$ cat src/rtl/clr_pkg.sv
// Shared constants, types and helpers of the clipped line rasteriser.
package clr_pkg;

    localparam int COORD_BITS  = 16;
    localparam int SCREEN_BITS = 12;

    localparam int CW   = COORD_BITS;
    localparam int SW   = SCREEN_BITS;
    localparam int MAXW = (CW > SW + 1) ? CW : SW + 1;
    // signed width of coordinates, deltas and edge distances
    localparam int EW   = MAXW + 2;
    // cross products: edge numerator times a denominator
    localparam int PW   = EW + CW;
    localparam int DCW  = $clog2(CW);

    localparam logic CMD_START = 1'b0;
    localparam logic CMD_STEP  = 1'b1;

    typedef enum logic [1:0] {
        KIND_IDLE   = 2'd0,
        KIND_REJECT = 2'd1,
        KIND_ACCEPT = 2'd2,
        KIND_PIXEL  = 2'd3
    } kind_t;

    typedef enum logic [1:0] {
        REG_CLIP_LEFT   = 2'd0,
        REG_CLIP_RIGHT  = 2'd1,
        REG_CLIP_BOTTOM = 2'd2,
        REG_CLIP_TOP    = 2'd3
    } reg_idx_t;

    typedef struct packed {
        logic [11:0] left;
        logic [12:0] right;
        logic [11:0] bottom;
        logic [12:0] top;
    } clip_cfg_t;

    typedef enum logic [3:0] {
        OP_NONE,
        OP_LOAD,
        OP_EDGE,
        OP_MUL1,
        OP_MUL2,
        OP_MUL3,
        OP_MUL4,
        OP_DECIDE,
        OP_PMUL,
        OP_DLOAD,
        OP_DSTEP,
        OP_PFIN,
        OP_EMIT
    } dp_op_t;

    typedef struct packed {
        dp_op_t op;
        kind_t  kind;
    } dp_cmd_t;

    typedef struct packed {
        logic reject;
        logic last_edge;
        logic last_point;
        logic div_last;
        logic busy;
    } dp_stat_t;

    function automatic logic signed [EW-1:0] to_coord(input logic [15:0] v);
        logic signed [CW-1:0] c;
        c = v[CW-1:0];
        return EW'(c);
    endfunction

endpackage

$ cat src/rtl/clr_if.sv
// Item channel interfaces: segment/step requests in, results out.
interface clr_in_if;
    logic        valid;
    logic        ready;
    logic        cmd;
    logic [15:0] start_x;
    logic [15:0] start_y;
    logic [15:0] end_x;
    logic [15:0] end_y;
    logic [31:0] line_color;

    modport source (output valid, cmd, start_x, start_y, end_x, end_y, line_color,
                    input ready);
    modport sink   (input valid, cmd, start_x, start_y, end_x, end_y, line_color,
                    output ready);
endinterface

interface clr_out_if;
    logic        valid;
    logic        ready;
    logic [1:0]  kind;
    logic [11:0] pixel_x;
    logic [11:0] pixel_y;
    logic [31:0] pixel_color;
    logic        last;

    modport source (output valid, kind, pixel_x, pixel_y, pixel_color, last,
                    input ready);
    modport sink   (input valid, kind, pixel_x, pixel_y, pixel_color, last,
                    output ready);
endinterface

$ cat src/rtl/clr_cfg.sv
// APB register file holding the scissor rectangle.
module clr_cfg (
    input  logic                 clk,
    input  logic                 rst_n,
    input  logic                 psel,
    input  logic                 penable,
    input  logic                 pwrite,
    input  logic [3:0]           paddr,
    input  logic [31:0]          pwdata,
    output logic [31:0]          prdata,
    output logic                 pready,
    output clr_pkg::clip_cfg_t   cfg
);
    import clr_pkg::*;

    clip_cfg_t cfg_reg;
    reg_idx_t  idx;

    assign idx    = reg_idx_t'(paddr[3:2]);
    assign pready = 1'b1;
    assign cfg    = cfg_reg;

    always_ff @(posedge clk or negedge rst_n)
    begin
        if (!rst_n)
        begin
            cfg_reg.left   <= 12'd0;
            cfg_reg.right  <= 13'd4096;
            cfg_reg.bottom <= 12'd0;
            cfg_reg.top    <= 13'd4096;
        end
        else if (psel && penable && pwrite)
        begin
            unique case (idx)
                REG_CLIP_LEFT:   cfg_reg.left   <= pwdata[11:0];
                REG_CLIP_RIGHT:  cfg_reg.right  <= pwdata[12:0];
                REG_CLIP_BOTTOM: cfg_reg.bottom <= pwdata[11:0];
                REG_CLIP_TOP:    cfg_reg.top    <= pwdata[12:0];
            endcase
        end
    end

    always_comb
    begin
        unique case (idx)
            REG_CLIP_LEFT:   prdata = 32'(cfg_reg.left);
            REG_CLIP_RIGHT:  prdata = 32'(cfg_reg.right);
            REG_CLIP_BOTTOM: prdata = 32'(cfg_reg.bottom);
            REG_CLIP_TOP:    prdata = 32'(cfg_reg.top);
        endcase
    end

endmodule

$ cat src/rtl/clr_dp.sv
// Datapath: clip fractions, shared multiplier, serial divider, line walker, result register.
module clr_dp (
    input  logic                clk,
    input  logic                rst_n,
    input  clr_pkg::clip_cfg_t  cfg,
    input  clr_pkg::dp_cmd_t    cmd,
    output clr_pkg::dp_stat_t   stat,
    input  logic [15:0]         start_x,
    input  logic [15:0]         start_y,
    input  logic [15:0]         end_x,
    input  logic [15:0]         end_y,
    input  logic [31:0]         line_color,
    output logic [1:0]          kind,
    output logic [11:0]         pixel_x,
    output logic [11:0]         pixel_y,
    output logic [31:0]         pixel_color,
    output logic                last
);
    import clr_pkg::*;

    localparam logic [1:0] EDGE_LEFT   = 2'd0;
    localparam logic [1:0] EDGE_RIGHT  = 2'd1;
    localparam logic [1:0] EDGE_BOTTOM = 2'd2;
    localparam logic [1:0] EDGE_TOP    = 2'd3;
    localparam logic [1:0] PT_LAST     = 2'd3;
    localparam logic signed [EW-1:0] LIM = EW'(1 << SW);

    // segment and rectangle
    logic signed [EW-1:0] x0_reg, y0_reg, dx_reg, dy_reg;
    logic signed [EW-1:0] l_reg, b_reg, r_reg, t_reg;
    logic [31:0]          color_in_reg;

    // current edge
    logic                 pzero_reg, pneg_reg, qneg_reg, rn_neg_reg;
    logic [EW-1:0]        rn_mag_reg;
    logic [CW-1:0]        rd_reg;
    logic [CW-1:0]        t0n_reg, t0d_reg, t1n_reg, t1d_reg;
    logic [PW-1:0]        p_reg, a_reg;
    logic                 gt1_reg, lt1_reg;

    // clip point division
    logic                 dneg_reg;
    logic [CW-1:0]        dvs_reg, rem_reg, dq_reg;
    logic [SW-1:0]        ax_reg, ay_reg, bx_reg, by_reg;

    // walker
    logic                 busy_reg, x_major_reg, up_reg;
    logic [SW-1:0]        from_major_reg, from_minor_reg, to_major_reg, to_minor_reg;
    logic [SW-1:0]        walk_reg, dmaj_reg, dm_reg, acc_q_reg, acc_rem_reg;
    logic [31:0]          held_color_reg;

    // control counters
    logic [1:0]           edge_reg, pt_reg;
    logic [DCW-1:0]       div_cnt_reg;

    // result register
    logic [1:0]           kind_reg;
    logic [11:0]          px_reg, py_reg;
    logic [31:0]          pc_reg;
    logic                 last_reg;

    logic signed [EW-1:0] sx0, sy0, sx1, sy1, right_e, top_e;
    logic signed [EW-1:0] p_sel, q_sel, rn, p_abs, d_sel, d_abs;
    logic [EW-1:0]        mul_a;
    logic [CW-1:0]        mul_b, tn_sel, td_sel;
    logic                 gt0, lt0, reject;
    logic [CW:0]          rem_sh;
    logic                 div_ge;
    logic [CW:0]          rem_sub;
    logic signed [EW-1:0] c0;
    logic [MAXW-1:0]      qw;
    logic [SW-1:0]        c0s, qs, pt_res;
    logic [SW-1:0]        adx, ady, ma, na, mb, nb, dmin_u, dmin_d;
    logic                 xm, swap;
    logic [SW-1:0]        s_from_maj, s_from_min, s_to_maj, s_to_min;
    logic [SW-1:0]        minor;
    logic                 fin;
    logic [SW:0]          acc_sum, acc_sub;
    logic                 acc_wrap;

    assign sx0     = to_coord(start_x);
    assign sy0     = to_coord(start_y);
    assign sx1     = to_coord(end_x);
    assign sy1     = to_coord(end_y);
    assign right_e = EW'(cfg.right);
    assign top_e   = EW'(cfg.top);

    // edge p and q
    always_comb
    begin
        unique case (edge_reg)
            EDGE_LEFT:
            begin
                p_sel = -dx_reg;
                q_sel = x0_reg - l_reg;
            end
            EDGE_RIGHT:
            begin
                p_sel = dx_reg;
                q_sel = r_reg - x0_reg;
            end
            EDGE_BOTTOM:
            begin
                p_sel = -dy_reg;
                q_sel = y0_reg - b_reg;
            end
            EDGE_TOP:
            begin
                p_sel = dy_reg;
                q_sel = t_reg - y0_reg;
            end
        endcase
        rn    = (p_sel < 0) ? -q_sel : q_sel;
        p_abs = (p_sel < 0) ? -p_sel : p_sel;
    end

    // clip point operands
    assign d_sel  = pt_reg[0] ? dy_reg : dx_reg;
    assign d_abs  = (d_sel < 0) ? -d_sel : d_sel;
    assign tn_sel = pt_reg[1] ? t1n_reg : t0n_reg;
    assign td_sel = pt_reg[1] ? t1d_reg : t0d_reg;

    always_comb
    begin
        unique case (cmd.op)
            OP_MUL1:
            begin
                mul_a = rn_mag_reg;
                mul_b = t1d_reg;
            end
            OP_MUL2:
            begin
                mul_a = EW'(t1n_reg);
                mul_b = rd_reg;
            end
            OP_MUL3:
            begin
                mul_a = rn_mag_reg;
                mul_b = t0d_reg;
            end
            OP_MUL4:
            begin
                mul_a = EW'(t0n_reg);
                mul_b = rd_reg;
            end
            default:
            begin
                mul_a = EW'(d_abs[CW-1:0]);
                mul_b = tn_sel;
            end
        endcase
    end

    // a negative numerator compares below any non-negative fraction
    assign gt0    = !rn_neg_reg && (a_reg > p_reg);
    assign lt0    = rn_neg_reg || (a_reg < p_reg);
    assign reject = pzero_reg ? qneg_reg : (pneg_reg ? gt1_reg : lt0);

    // restoring divider step
    assign rem_sh  = {rem_reg, dq_reg[CW-1]};
    assign div_ge  = rem_sh >= {1'b0, dvs_reg};
    assign rem_sub = rem_sh - {1'b0, dvs_reg};

    // floor of the clipped point: subtract the ceiling when the delta is negative
    assign c0     = pt_reg[0] ? y0_reg : x0_reg;
    assign c0s    = c0[SW-1:0];
    assign qw     = MAXW'(dq_reg);
    assign qs     = qw[SW-1:0];
    assign pt_res = dneg_reg ? (c0s - qs - SW'(rem_reg != '0)) : (c0s + qs);

    // walk setup
    always_comb
    begin
        adx    = (ax_reg > bx_reg) ? ax_reg - bx_reg : bx_reg - ax_reg;
        ady    = (ay_reg > by_reg) ? ay_reg - by_reg : by_reg - ay_reg;
        xm     = adx > ady;
        ma     = xm ? ax_reg : ay_reg;
        na     = xm ? ay_reg : ax_reg;
        mb     = xm ? bx_reg : by_reg;
        nb     = xm ? by_reg : bx_reg;
        swap   = ma > mb;
        s_from_maj = swap ? mb : ma;
        s_from_min = swap ? nb : na;
        s_to_maj   = swap ? ma : mb;
        s_to_min   = swap ? na : nb;
        dmin_u = s_to_min - s_from_min;
        dmin_d = s_from_min - s_to_min;
    end

    // incremental floor(dm * k / dmaj): dm never exceeds dmaj, so one subtract a pixel
    assign minor    = up_reg ? (from_minor_reg + acc_q_reg)
                             : (from_minor_reg - acc_q_reg - SW'(acc_rem_reg != '0));
    assign fin      = walk_reg >= to_major_reg;
    assign acc_sum  = {1'b0, acc_rem_reg} + {1'b0, dm_reg};
    assign acc_wrap = acc_sum >= {1'b0, dmaj_reg};
    assign acc_sub  = acc_sum - {1'b0, dmaj_reg};

    always_ff @(posedge clk or negedge rst_n)
    begin
        if (!rst_n)
        begin
            busy_reg    <= 1'b0;
            edge_reg    <= '0;
            pt_reg      <= '0;
            div_cnt_reg <= '0;
        end
        else
        begin
            unique case (cmd.op)
                OP_LOAD:
                begin
                    edge_reg <= EDGE_LEFT;
                    pt_reg   <= '0;
                end
                OP_DECIDE: edge_reg <= edge_reg + 2'd1;
                OP_DLOAD:  div_cnt_reg <= '0;
                OP_DSTEP:  div_cnt_reg <= div_cnt_reg + DCW'(1);
                OP_PFIN:   pt_reg <= pt_reg + 2'd1;
                OP_EMIT:
                begin
                    unique case (cmd.kind)
                        KIND_REJECT: busy_reg <= 1'b0;
                        KIND_ACCEPT: busy_reg <= 1'b1;
                        KIND_PIXEL:  busy_reg <= !fin;
                        KIND_IDLE:   busy_reg <= busy_reg;
                    endcase
                end
                default: busy_reg <= busy_reg;
            endcase
        end
    end

    always_ff @(posedge clk)
    begin
        unique case (cmd.op)
            OP_LOAD:
            begin
                x0_reg       <= sx0;
                y0_reg       <= sy0;
                dx_reg       <= sx1 - sx0;
                dy_reg       <= sy1 - sy0;
                l_reg        <= EW'(cfg.left);
                b_reg        <= EW'(cfg.bottom);
                r_reg        <= ((right_e > LIM) ? LIM : right_e) - EW'(1);
                t_reg        <= ((top_e > LIM) ? LIM : top_e) - EW'(1);
                color_in_reg <= line_color;
                t0n_reg      <= '0;
                t0d_reg      <= CW'(1);
                t1n_reg      <= CW'(1);
                t1d_reg      <= CW'(1);
            end
            OP_EDGE:
            begin
                pzero_reg  <= p_sel == '0;
                pneg_reg   <= p_sel < 0;
                qneg_reg   <= q_sel < 0;
                rn_neg_reg <= rn < 0;
                rn_mag_reg <= (rn < 0) ? '0 : rn;
                rd_reg     <= p_abs[CW-1:0];
            end
            OP_MUL1: p_reg <= mul_a * mul_b;
            OP_MUL2:
            begin
                a_reg <= p_reg;
                p_reg <= mul_a * mul_b;
            end
            OP_MUL3:
            begin
                gt1_reg <= !rn_neg_reg && (a_reg > p_reg);
                lt1_reg <= rn_neg_reg || (a_reg < p_reg);
                p_reg   <= mul_a * mul_b;
            end
            OP_MUL4:
            begin
                a_reg <= p_reg;
                p_reg <= mul_a * mul_b;
            end
            OP_DECIDE:
            begin
                if (!reject && !pzero_reg)
                begin
                    if (pneg_reg && gt0)
                    begin
                        t0n_reg <= rn_mag_reg[CW-1:0];
                        t0d_reg <= rd_reg;
                    end
                    if (!pneg_reg && lt1_reg)
                    begin
                        t1n_reg <= rn_mag_reg[CW-1:0];
                        t1d_reg <= rd_reg;
                    end
                end
            end
            OP_PMUL:
            begin
                p_reg    <= mul_a * mul_b;
                dneg_reg <= d_sel < 0;
                dvs_reg  <= td_sel;
            end
            OP_DLOAD:
            begin
                rem_reg <= p_reg[2*CW-1:CW];
                dq_reg  <= p_reg[CW-1:0];
            end
            OP_DSTEP:
            begin
                rem_reg <= div_ge ? rem_sub[CW-1:0] : rem_sh[CW-1:0];
                dq_reg  <= {dq_reg[CW-2:0], div_ge};
            end
            OP_PFIN:
            begin
                unique case (pt_reg)
                    2'd0: ax_reg <= pt_res;
                    2'd1: ay_reg <= pt_res;
                    2'd2: bx_reg <= pt_res;
                    2'd3: by_reg <= pt_res;
                endcase
            end
            OP_EMIT:
            begin
                kind_reg <= cmd.kind;
                px_reg   <= '0;
                py_reg   <= '0;
                pc_reg   <= '0;
                last_reg <= 1'b0;
                unique case (cmd.kind)
                    KIND_ACCEPT:
                    begin
                        x_major_reg    <= xm;
                        from_major_reg <= s_from_maj;
                        from_minor_reg <= s_from_min;
                        to_major_reg   <= s_to_maj;
                        to_minor_reg   <= s_to_min;
                        walk_reg       <= s_from_maj;
                        dmaj_reg       <= s_to_maj - s_from_maj;
                        up_reg         <= s_to_min >= s_from_min;
                        dm_reg         <= (s_to_min >= s_from_min) ? dmin_u : dmin_d;
                        acc_q_reg      <= '0;
                        acc_rem_reg    <= '0;
                        held_color_reg <= color_in_reg;
                    end
                    KIND_PIXEL:
                    begin
                        px_reg   <= 12'(x_major_reg ? walk_reg : minor);
                        py_reg   <= 12'(x_major_reg ? minor : walk_reg);
                        pc_reg   <= held_color_reg;
                        last_reg <= fin;
                        if (!fin)
                        begin
                            walk_reg    <= walk_reg + SW'(1);
                            acc_q_reg   <= acc_q_reg + SW'(acc_wrap);
                            acc_rem_reg <= acc_wrap ? acc_sub[SW-1:0] : acc_sum[SW-1:0];
                        end
                    end
                    default: ;
                endcase
            end
            default: ;
        endcase
    end

    assign stat.reject     = reject;
    assign stat.last_edge  = edge_reg == EDGE_TOP;
    assign stat.last_point = pt_reg == PT_LAST;
    assign stat.div_last   = div_cnt_reg == DCW'(CW - 1);
    assign stat.busy       = busy_reg;

    assign kind        = kind_reg;
    assign pixel_x     = px_reg;
    assign pixel_y     = py_reg;
    assign pixel_color = pc_reg;
    assign last        = last_reg;

endmodule

$ cat src/rtl/clr_ctrl.sv
// Controller: sequences clipping, point divisions and result hand-off.
module clr_ctrl (
    input  logic               clk,
    input  logic               rst_n,
    input  logic               in_valid,
    input  logic               in_cmd,
    output logic               in_ready,
    input  logic               out_ready,
    output logic               out_valid,
    output clr_pkg::dp_cmd_t   dp_cmd,
    input  clr_pkg::dp_stat_t  dp_stat
);
    import clr_pkg::*;

    typedef enum logic [3:0] {
        S_IDLE,
        S_EDGE,
        S_MUL1,
        S_MUL2,
        S_MUL3,
        S_MUL4,
        S_DECIDE,
        S_PMUL,
        S_DLOAD,
        S_DSTEP,
        S_PFIN,
        S_EMIT
    } state_t;

    state_t state_reg;
    kind_t  kind_reg;
    logic   out_valid_reg;
    logic   out_free;

    assign out_free  = !out_valid_reg || out_ready;
    assign in_ready  = state_reg == S_IDLE;
    assign out_valid = out_valid_reg;

    always_comb
    begin
        dp_cmd.kind = kind_reg;
        unique case (state_reg)
            S_IDLE:   dp_cmd.op = (in_valid && in_cmd == CMD_START) ? OP_LOAD : OP_NONE;
            S_EDGE:   dp_cmd.op = OP_EDGE;
            S_MUL1:   dp_cmd.op = OP_MUL1;
            S_MUL2:   dp_cmd.op = OP_MUL2;
            S_MUL3:   dp_cmd.op = OP_MUL3;
            S_MUL4:   dp_cmd.op = OP_MUL4;
            S_DECIDE: dp_cmd.op = OP_DECIDE;
            S_PMUL:   dp_cmd.op = OP_PMUL;
            S_DLOAD:  dp_cmd.op = OP_DLOAD;
            S_DSTEP:  dp_cmd.op = OP_DSTEP;
            S_PFIN:   dp_cmd.op = OP_PFIN;
            S_EMIT:   dp_cmd.op = out_free ? OP_EMIT : OP_NONE;
        endcase
    end

    always_ff @(posedge clk or negedge rst_n)
    begin
        if (!rst_n)
        begin
            state_reg     <= S_IDLE;
            kind_reg      <= KIND_IDLE;
            out_valid_reg <= 1'b0;
        end
        else
        begin
            // in S_EMIT the register is either refilled or still held
            if (out_ready && state_reg != S_EMIT)
                out_valid_reg <= 1'b0;
            unique case (state_reg)
                S_IDLE:
                begin
                    if (in_valid)
                    begin
                        if (in_cmd == CMD_START)
                            state_reg <= S_EDGE;
                        else
                        begin
                            kind_reg  <= dp_stat.busy ? KIND_PIXEL : KIND_IDLE;
                            state_reg <= S_EMIT;
                        end
                    end
                end
                S_EDGE: state_reg <= S_MUL1;
                S_MUL1: state_reg <= S_MUL2;
                S_MUL2: state_reg <= S_MUL3;
                S_MUL3: state_reg <= S_MUL4;
                S_MUL4: state_reg <= S_DECIDE;
                S_DECIDE:
                begin
                    if (dp_stat.reject)
                    begin
                        kind_reg  <= KIND_REJECT;
                        state_reg <= S_EMIT;
                    end
                    else if (dp_stat.last_edge)
                        state_reg <= S_PMUL;
                    else
                        state_reg <= S_EDGE;
                end
                S_PMUL:  state_reg <= S_DLOAD;
                S_DLOAD: state_reg <= S_DSTEP;
                S_DSTEP:
                begin
                    if (dp_stat.div_last)
                        state_reg <= S_PFIN;
                end
                S_PFIN:
                begin
                    if (dp_stat.last_point)
                    begin
                        kind_reg  <= KIND_ACCEPT;
                        state_reg <= S_EMIT;
                    end
                    else
                        state_reg <= S_PMUL;
                end
                S_EMIT:
                begin
                    if (out_free)
                    begin
                        out_valid_reg <= 1'b1;
                        state_reg     <= S_IDLE;
                    end
                end
            endcase
        end
    end

endmodule

$ cat src/rtl/clipped_line_rasterizer_top.sv
// Top level of the clipped line rasteriser.
// Usage:
//   item_in carries one item per valid/ready handshake. cmd = start loads two
//   endpoints and a colour; the segment is clipped against the scissor rectangle
//   and one result (rejected or accepted) follows. cmd = step then returns one
//   pixel along the major axis per item, the final one flagged by last; a step
//   with no segment in progress returns an idle result.
//   item_out returns exactly one result per input item, in order.
// Sequencing:
//   A step goes from the accepting cycle to the emit state, which loads the output
//   register from the incremental minor-axis walker once that register is free;
//   the result is registered there. A start loads in the accepting cycle, then runs
//   the left, right, bottom and top edges through the shared multiplier (edge,
//   four multiply and decide states each), four clipped points (multiply, divider
//   load, 16 steps of the one-bit-per-cycle restoring divider, finish) and the
//   emit state that loads the output; a rejected segment ends as soon as its edge
//   fails. One item is worked on at a time.
// Reset and stalls:
//   rst_n clears the scissor to the full screen and drops any walk in progress.
//   While a result waits for item_out.ready, the next item may be accepted and
//   worked on; its own result waits until the output register frees.
//   The scissor registers sit on the APB port at byte addresses 0, 4, 8 and 12.
module clipped_line_rasterizer_top (
    input  logic        clk,
    input  logic        rst_n,
    input  logic        psel,
    input  logic        penable,
    input  logic        pwrite,
    input  logic [3:0]  paddr,
    input  logic [31:0] pwdata,
    output logic [31:0] prdata,
    output logic        pready,
    clr_in_if.sink      item_in,
    clr_out_if.source   item_out
);
    import clr_pkg::*;

    clip_cfg_t cfg;
    dp_cmd_t   dp_cmd;
    dp_stat_t  dp_stat;

    clr_cfg u_cfg (
        .clk     (clk),
        .rst_n   (rst_n),
        .psel    (psel),
        .penable (penable),
        .pwrite  (pwrite),
        .paddr   (paddr),
        .pwdata  (pwdata),
        .prdata  (prdata),
        .pready  (pready),
        .cfg     (cfg)
    );

    clr_ctrl u_ctrl (
        .clk       (clk),
        .rst_n     (rst_n),
        .in_valid  (item_in.valid),
        .in_cmd    (item_in.cmd),
        .in_ready  (item_in.ready),
        .out_ready (item_out.ready),
        .out_valid (item_out.valid),
        .dp_cmd    (dp_cmd),
        .dp_stat   (dp_stat)
    );

    clr_dp u_dp (
        .clk         (clk),
        .rst_n       (rst_n),
        .cfg         (cfg),
        .cmd         (dp_cmd),
        .stat        (dp_stat),
        .start_x     (item_in.start_x),
        .start_y     (item_in.start_y),
        .end_x       (item_in.end_x),
        .end_y       (item_in.end_y),
        .line_color  (item_in.line_color),
        .kind        (item_out.kind),
        .pixel_x     (item_out.pixel_x),
        .pixel_y     (item_out.pixel_y),
        .pixel_color (item_out.pixel_color),
        .last        (item_out.last)
    );

`ifndef SYNTHESIS
    // a result is only written into a free output register
    a_emit_free: assert property (@(posedge clk) disable iff (!rst_n)
        dp_cmd.op == OP_EMIT |-> (!item_out.valid || item_out.ready))
        else $error("result written over a pending item");

    // an accepted start item is latched in the same cycle
    a_start_load: assert property (@(posedge clk) disable iff (!rst_n)
        (item_in.valid && item_in.ready && item_in.cmd == CMD_START)
        |-> dp_cmd.op == OP_LOAD)
        else $error("start item not loaded into datapath");

    // pixels are only produced during a walk
    a_pixel_busy: assert property (@(posedge clk) disable iff (!rst_n)
        (dp_cmd.op == OP_EMIT && dp_cmd.kind == KIND_PIXEL) |-> dp_stat.busy)
        else $error("pixel emitted with no segment in progress");

    // emitting a result raises valid on the next edge
    a_emit_valid: assert property (@(posedge clk) disable iff (!rst_n)
        dp_cmd.op == OP_EMIT |=> item_out.valid)
        else $error("emitted result not presented");
`endif

endmodule
$ cat src/flat_wrapper.sv
// flat-port wrapper written by rule: the top's interface ports become plain ports
module clipped_line_rasterizer_top_flat import clr_pkg::*;
  (clk, rst_n, psel, penable, pwrite, paddr, pwdata, prdata, pready, item_in_valid, item_in_cmd, item_in_start_x, item_in_start_y, item_in_end_x, item_in_end_y, item_in_line_color, item_in_ready, item_out_valid, item_out_kind, item_out_pixel_x, item_out_pixel_y, item_out_pixel_color, item_out_last, item_out_ready);
  clr_in_if item_in_i ();
  clr_out_if item_out_i ();
  input  logic clk;
  input  logic rst_n;
  input  logic psel;
  input  logic penable;
  input  logic pwrite;
  input  logic [3:0] paddr;
  input  logic [31:0] pwdata;
  output logic [31:0] prdata;
  output logic pready;
  input wire logic [$bits(item_in_i.valid)-1:0] item_in_valid;
  input wire logic [$bits(item_in_i.cmd)-1:0] item_in_cmd;
  input wire logic [$bits(item_in_i.start_x)-1:0] item_in_start_x;
  input wire logic [$bits(item_in_i.start_y)-1:0] item_in_start_y;
  input wire logic [$bits(item_in_i.end_x)-1:0] item_in_end_x;
  input wire logic [$bits(item_in_i.end_y)-1:0] item_in_end_y;
  input wire logic [$bits(item_in_i.line_color)-1:0] item_in_line_color;
  output wire logic [$bits(item_in_i.ready)-1:0] item_in_ready;
  output wire logic [$bits(item_out_i.valid)-1:0] item_out_valid;
  output wire logic [$bits(item_out_i.kind)-1:0] item_out_kind;
  output wire logic [$bits(item_out_i.pixel_x)-1:0] item_out_pixel_x;
  output wire logic [$bits(item_out_i.pixel_y)-1:0] item_out_pixel_y;
  output wire logic [$bits(item_out_i.pixel_color)-1:0] item_out_pixel_color;
  output wire logic [$bits(item_out_i.last)-1:0] item_out_last;
  input wire logic [$bits(item_out_i.ready)-1:0] item_out_ready;
  assign item_in_i.valid = item_in_valid;
  assign item_in_i.cmd = item_in_cmd;
  assign item_in_i.start_x = item_in_start_x;
  assign item_in_i.start_y = item_in_start_y;
  assign item_in_i.end_x = item_in_end_x;
  assign item_in_i.end_y = item_in_end_y;
  assign item_in_i.line_color = item_in_line_color;
  assign item_in_ready = item_in_i.ready;
  assign item_out_valid = item_out_i.valid;
  assign item_out_kind = item_out_i.kind;
  assign item_out_pixel_x = item_out_i.pixel_x;
  assign item_out_pixel_y = item_out_i.pixel_y;
  assign item_out_pixel_color = item_out_i.pixel_color;
  assign item_out_last = item_out_i.last;
  assign item_out_i.ready = item_out_ready;
  clipped_line_rasterizer_top u_core (.clk(clk), .rst_n(rst_n), .psel(psel), .penable(penable), .pwrite(pwrite), .paddr(paddr), .pwdata(pwdata), .prdata(prdata), .pready(pready), .item_in(item_in_i), .item_out(item_out_i));
endmodule
$ cat config.mk
export PLATFORM = sky130hd
export DESIGN_NAME = clipped_line_rasterizer_top_flat
export DESIGN_NICKNAME = d
export VERILOG_FILES = /design/src/rtl/clr_pkg.sv /design/src/rtl/clr_if.sv /design/src/rtl/clr_cfg.sv /design/src/rtl/clr_dp.sv /design/src/rtl/clr_ctrl.sv /design/src/rtl/clipped_line_rasterizer_top.sv /design/src/flat_wrapper.sv
export SDC_FILE = /design/constraint.sdc
export NUM_CORES = 2
export LEC_CHECK = 0
export BUFFER_PORTS_ARGS = -buffer_cell sky130_fd_sc_hd__buf_2
export CORE_MARGIN = 2
export CORE_UTILIZATION = 55
export DETAILED_ROUTE_END_ITERATION = 8
export PLACE_DENSITY = 0.72
export SLEW_MARGIN = 40
export SYNTH_ARGS = -nofsm -noshare
export SYNTH_HDL_FRONTEND = slang
export SYNTH_HIERARCHICAL = 1
export SYNTH_SLANG_ARGS = --single-unit
$ cat constraint.sdc
create_clock -name clk -period 17.9 [get_ports clk]
set_input_delay 1.79 -clock clk [delete_from_list [all_inputs] [get_ports clk]]
set_output_delay 1.79 -clock clk [all_outputs]
set_load 0.03 [all_outputs]
==> flow_metrics.py <==
metrics = {
    "status": {
        "status": "finished, final reports clean",
    },
    "finish": {
        "stdcell_area_um2": 57100,
        "layout-drive-gt1-share_pct": 10.0,
        "largest_reg_flops": 50,
        "syn2layout_area_growth_pct": 9.66,
        "finalNonFillerCells": 6720,
        "fillers": 7782,
        "diodes": 0,
        "fin_nets": 6239,
    },
    "cts": {
        "cts_setup_buffers": 0,
        "cts_buffer_depth": 3,
        "holdBufCountCts": 0,
        "cts_inserted_buffers": 76,
        "cts_resized": 0,
        "insertion_delay_ps": 660,
        "cts_tree": "built",
        "clkSinkCount": 662,
        "clockRootBuffer": "clkbuf_16",
        "clk_pin_slew_ps": 60,
        "cts_max_level": 3,
    },
    "setup_path": {
        "crit_path_frequent_cell": "a21o_1",
        "startpoint_type": "flip-flop",
        "critPathMaxStageDelay_ps": 720,
        "crit_type": "reg -> reg",
        "critPathCaptureType": "flip-flop",
        "cp.required_ps": 18270,
        "crit_arrival_ps": 12540,
        "slowest_stage": "a221oi_1",
        "crit_fanout": 52,
    },
    "global_route": {
        "track_usage_pct": 27.7,
        "overflow": 0,
        "grt_pass1_wl_um": 212000,
        "antenna_found_initial": 2,
        "grt_pass1_vias": 38641,
        "grt_max_degree": 153,
    },
    "yosys": {
        "synth_area_um2": 52000,
        "synth_edf_count": 596,
        "ys_warn_count": 6,
        "ys_seq_area_share_pct": 37.6,
        "postSynthAreaPerCell_um2": 9.90,
        "ys_ff_latch": 662,
        "synthArstFlopShare_pct": 9.97,
        "ys_types": 107,
        "netlist_instances": 5258,
        "ys.flop_type": "edfxtp_1",
    },
    "detailed_routing": {
        "drt-total-wl_um": 135000,
        "ant_nets": 0,
        "routed_via_density": 5.85,
        "via_count": 39289,
        "wl_per_cell_um": 20.1,
        "drtIter0Drc": 3553,
        "dr.pass1.iters": 6,
        "drc": 0,
    },
    "pwr": {
        "leakagePower_nw": 25.5,
        "powerDensity_nw_per_um2": 62.9,
        "finalPower_w": 0.00359,
        "ir_drop_uv": 59.7,
    },
    "die": {
        "initial_core_util_pct": 55.6,
        "die-height_um": 312,
        "core_um2": 93600,
        "fp-row-count": 112,
        "dieArea_um2": 97100,
        "die_w_um": 312,
        "io_pins": 234,
    },
    "sta": {
        "rsz0062_at_grt": "false",
        "worst_pin_slew_ps": 910,
        "finalCritPeriodShare_pct": 68.0,
        "post-route-min-period_ps": 12170,
        "tns_ps": 0,
        "slew_violations": 0,
        "max-slew-margin-rel_pct": 38.8,
        "hold_ws_ps": 404,
        "setup_violations": 0,
        "finClkSkew_ps": 33.1,
        "max_freq_ghz": 0.0822,
        "hold_violations": 0,
    },
    "place": {
        "placed_cell_area_um2": 54300,
        "place_congestion": 0.912,
        "port-buffer-count": 192,
        "hpwl_um": 102000,
        "dp.cells": 6578,
    },
    "job": {
        "max_cap_violations": 0,
    },
    "hold_path": {
        "hp-class": "reg -> reg",
    },
}
[cells by family after synthesis]
logic type / count (synthesis) / synth area share, %
simple gates: 1442 / 13.1
mux: 197 / 4.37
buf+inv: 900 / 6.79
xor+xnor: 238 / 4.00
compound gates: 1120 / 13.9
other cells: 3 / 0.0216
flops: 662 / 37.6
fa+ha+maj: 696 / 20.2
[metrics by stage]
| stage | setup WS (ps) | util, % |
|---|---|---|
| 5_1_grt | 4960 | 61.0 |
| 4_1_cts | 5960 | 60.9 |
| 2_1_floorplan | 3210 | - |
| 6_report | 5730 | 61.0 |
| 3_5_place_dp | 6000 | 58.0 |
| 3_3_place_gp | 5920 | 58.0 |
[worst max-delay path: cells and delay by family (launching register included)]
family          cells  cell delay [ps]
simple gates        6             1120
fa+ha+maj           6             1860
mux                 2              680
xor+xnor            2              330
compound gates     26             6680
flops               1              450
buf+inv             6              730
[worst paths after layout]
check / from / to / slack (ps) / cells after the start
setup reg to reg: u_core/u_dp/ax_reg[0]$_DFFE_PP_ / u_core/u_dp/dm_reg[11]$_DFFE_PP_ / 5730 / 48
hold / removal: u_core/u_dp/color_in_reg[26]$_DFFE_PP_ / u_core/u_dp/held_color_reg[26]$_DFFE_PP_ / 400 / 0
min in group asynchronous: rst_n / u_core/u_cfg/cfg[24]$_DFFE_PN0P_ / 1240 / 2
setup / recovery: u_core/u_dp/ax_reg[0]$_DFFE_PP_ / u_core/u_dp/dm_reg[11]$_DFFE_PP_ / 5730 / 48
hold reg to reg: u_core/u_dp/color_in_reg[26]$_DFFE_PP_ / u_core/u_dp/held_color_reg[26]$_DFFE_PP_ / 400 / 0
max in group asynchronous: rst_n / u_core/u_dp/pt_reg[0]$_DFFE_PN0P_ / 16140 / 2
[synthesized netlist by cell type (43+ instances only)]
| cell | n | area, um^2 |
|---|---|---|
| nand3_1 | 78 | 390 |
| nor3_1 | 90 | 450 |
| nor2b_1 | 57 | 357 |
| o21bai_1 | 44 | 330 |
| a211oi_1 | 46 | 345 |
| and2_1 | 85 | 532 |
| o21ai_0 | 235 | 1180 |
| xor2_1 | 82 | 718 |
| xnor2_1 | 156 | 1370 |
| mux2i_1 | 94 | 941 |
| clkbuf_1 | 143 | 537 |
| dfrtp_1 | 64 | 1600 |
| mux2_2 | 80 | 901 |
| ha_1 | 451 | 5640 |
| fa_1 | 243 | 4860 |
| a21oi_1 | 315 | 1580 |
| nand2_1 | 487 | 1830 |
| edfxtp_1 | 596 | 17900 |
| nand2b_1 | 43 | 269 |
| inv_1 | 694 | 2610 |
| and3_1 | 65 | 407 |
| a21o_1 | 120 | 901 |
| nor2_1 | 374 | 1400 |
[area by class of cell]
| cell class | count | area (um^2) | share of cell area [%] |
|---|---|---|---|
| tap | 1254 | 1570 | 2.75 |
| timing repair buffer | 254 | 1490 | 2.61 |
| sequential | 662 | 19600 | 34.3 |
| clock buffer | 99 | 2120 | 3.72 |
| clock inverter | 40 | 544 | 0.954 |
| inverter | 697 | 2620 | 4.58 |
| multi-input combinational | 3714 | 29200 | 51.1 |
[layout by cell type (no fill, tap or decap), types with 13 or more instances in the layout]
master	n
nand3_1	78
mux2_2	80
or3_1	41
buf_2	192
o22ai_1	15
nand4_1	29
a21oi_1	314
nand2_1	486
o21ai_1	13
o31ai_1	14
a211oi_1	46
o21a_1	42
clkbuf_16	78
o21bai_1	44
inv_1	693
and3_1	65
a222oi_1	21
a21o_1	120
nor4_1	24
o21ai_0	232
dfrtp_1	62
buf_4	54
conb_1	21
ha_1	450
and2_1	83
edfxtp_1	596
a31oi_1	40
nor3_1	84
xnor2_1	156
fa_1	243
xor2_1	82
o211ai_1	32
nor2b_1	57
nor2_1	370
a22oi_1	16
nand2b_1	43
a21boi_0	28
mux2i_1	93
[layer usage]
layer,wire length [um],track usage [%],part of all wire [%]
met5,19,0,0.014
met1,56200,35.9,42
met3,9120,3.98,6.8
met4,5410,11.2,4.0
met2,64200,46.8,48
[report_power, final]
part	total (W)	switching (W)	internal, W
Combinational	0.000201	0.000111	0.0000896
Sequential	0.00174	0.0000350	0.00171
Clock	0.00165	0.000661	0.000988
Note: power is estimated with default switching activity, not from simulation.
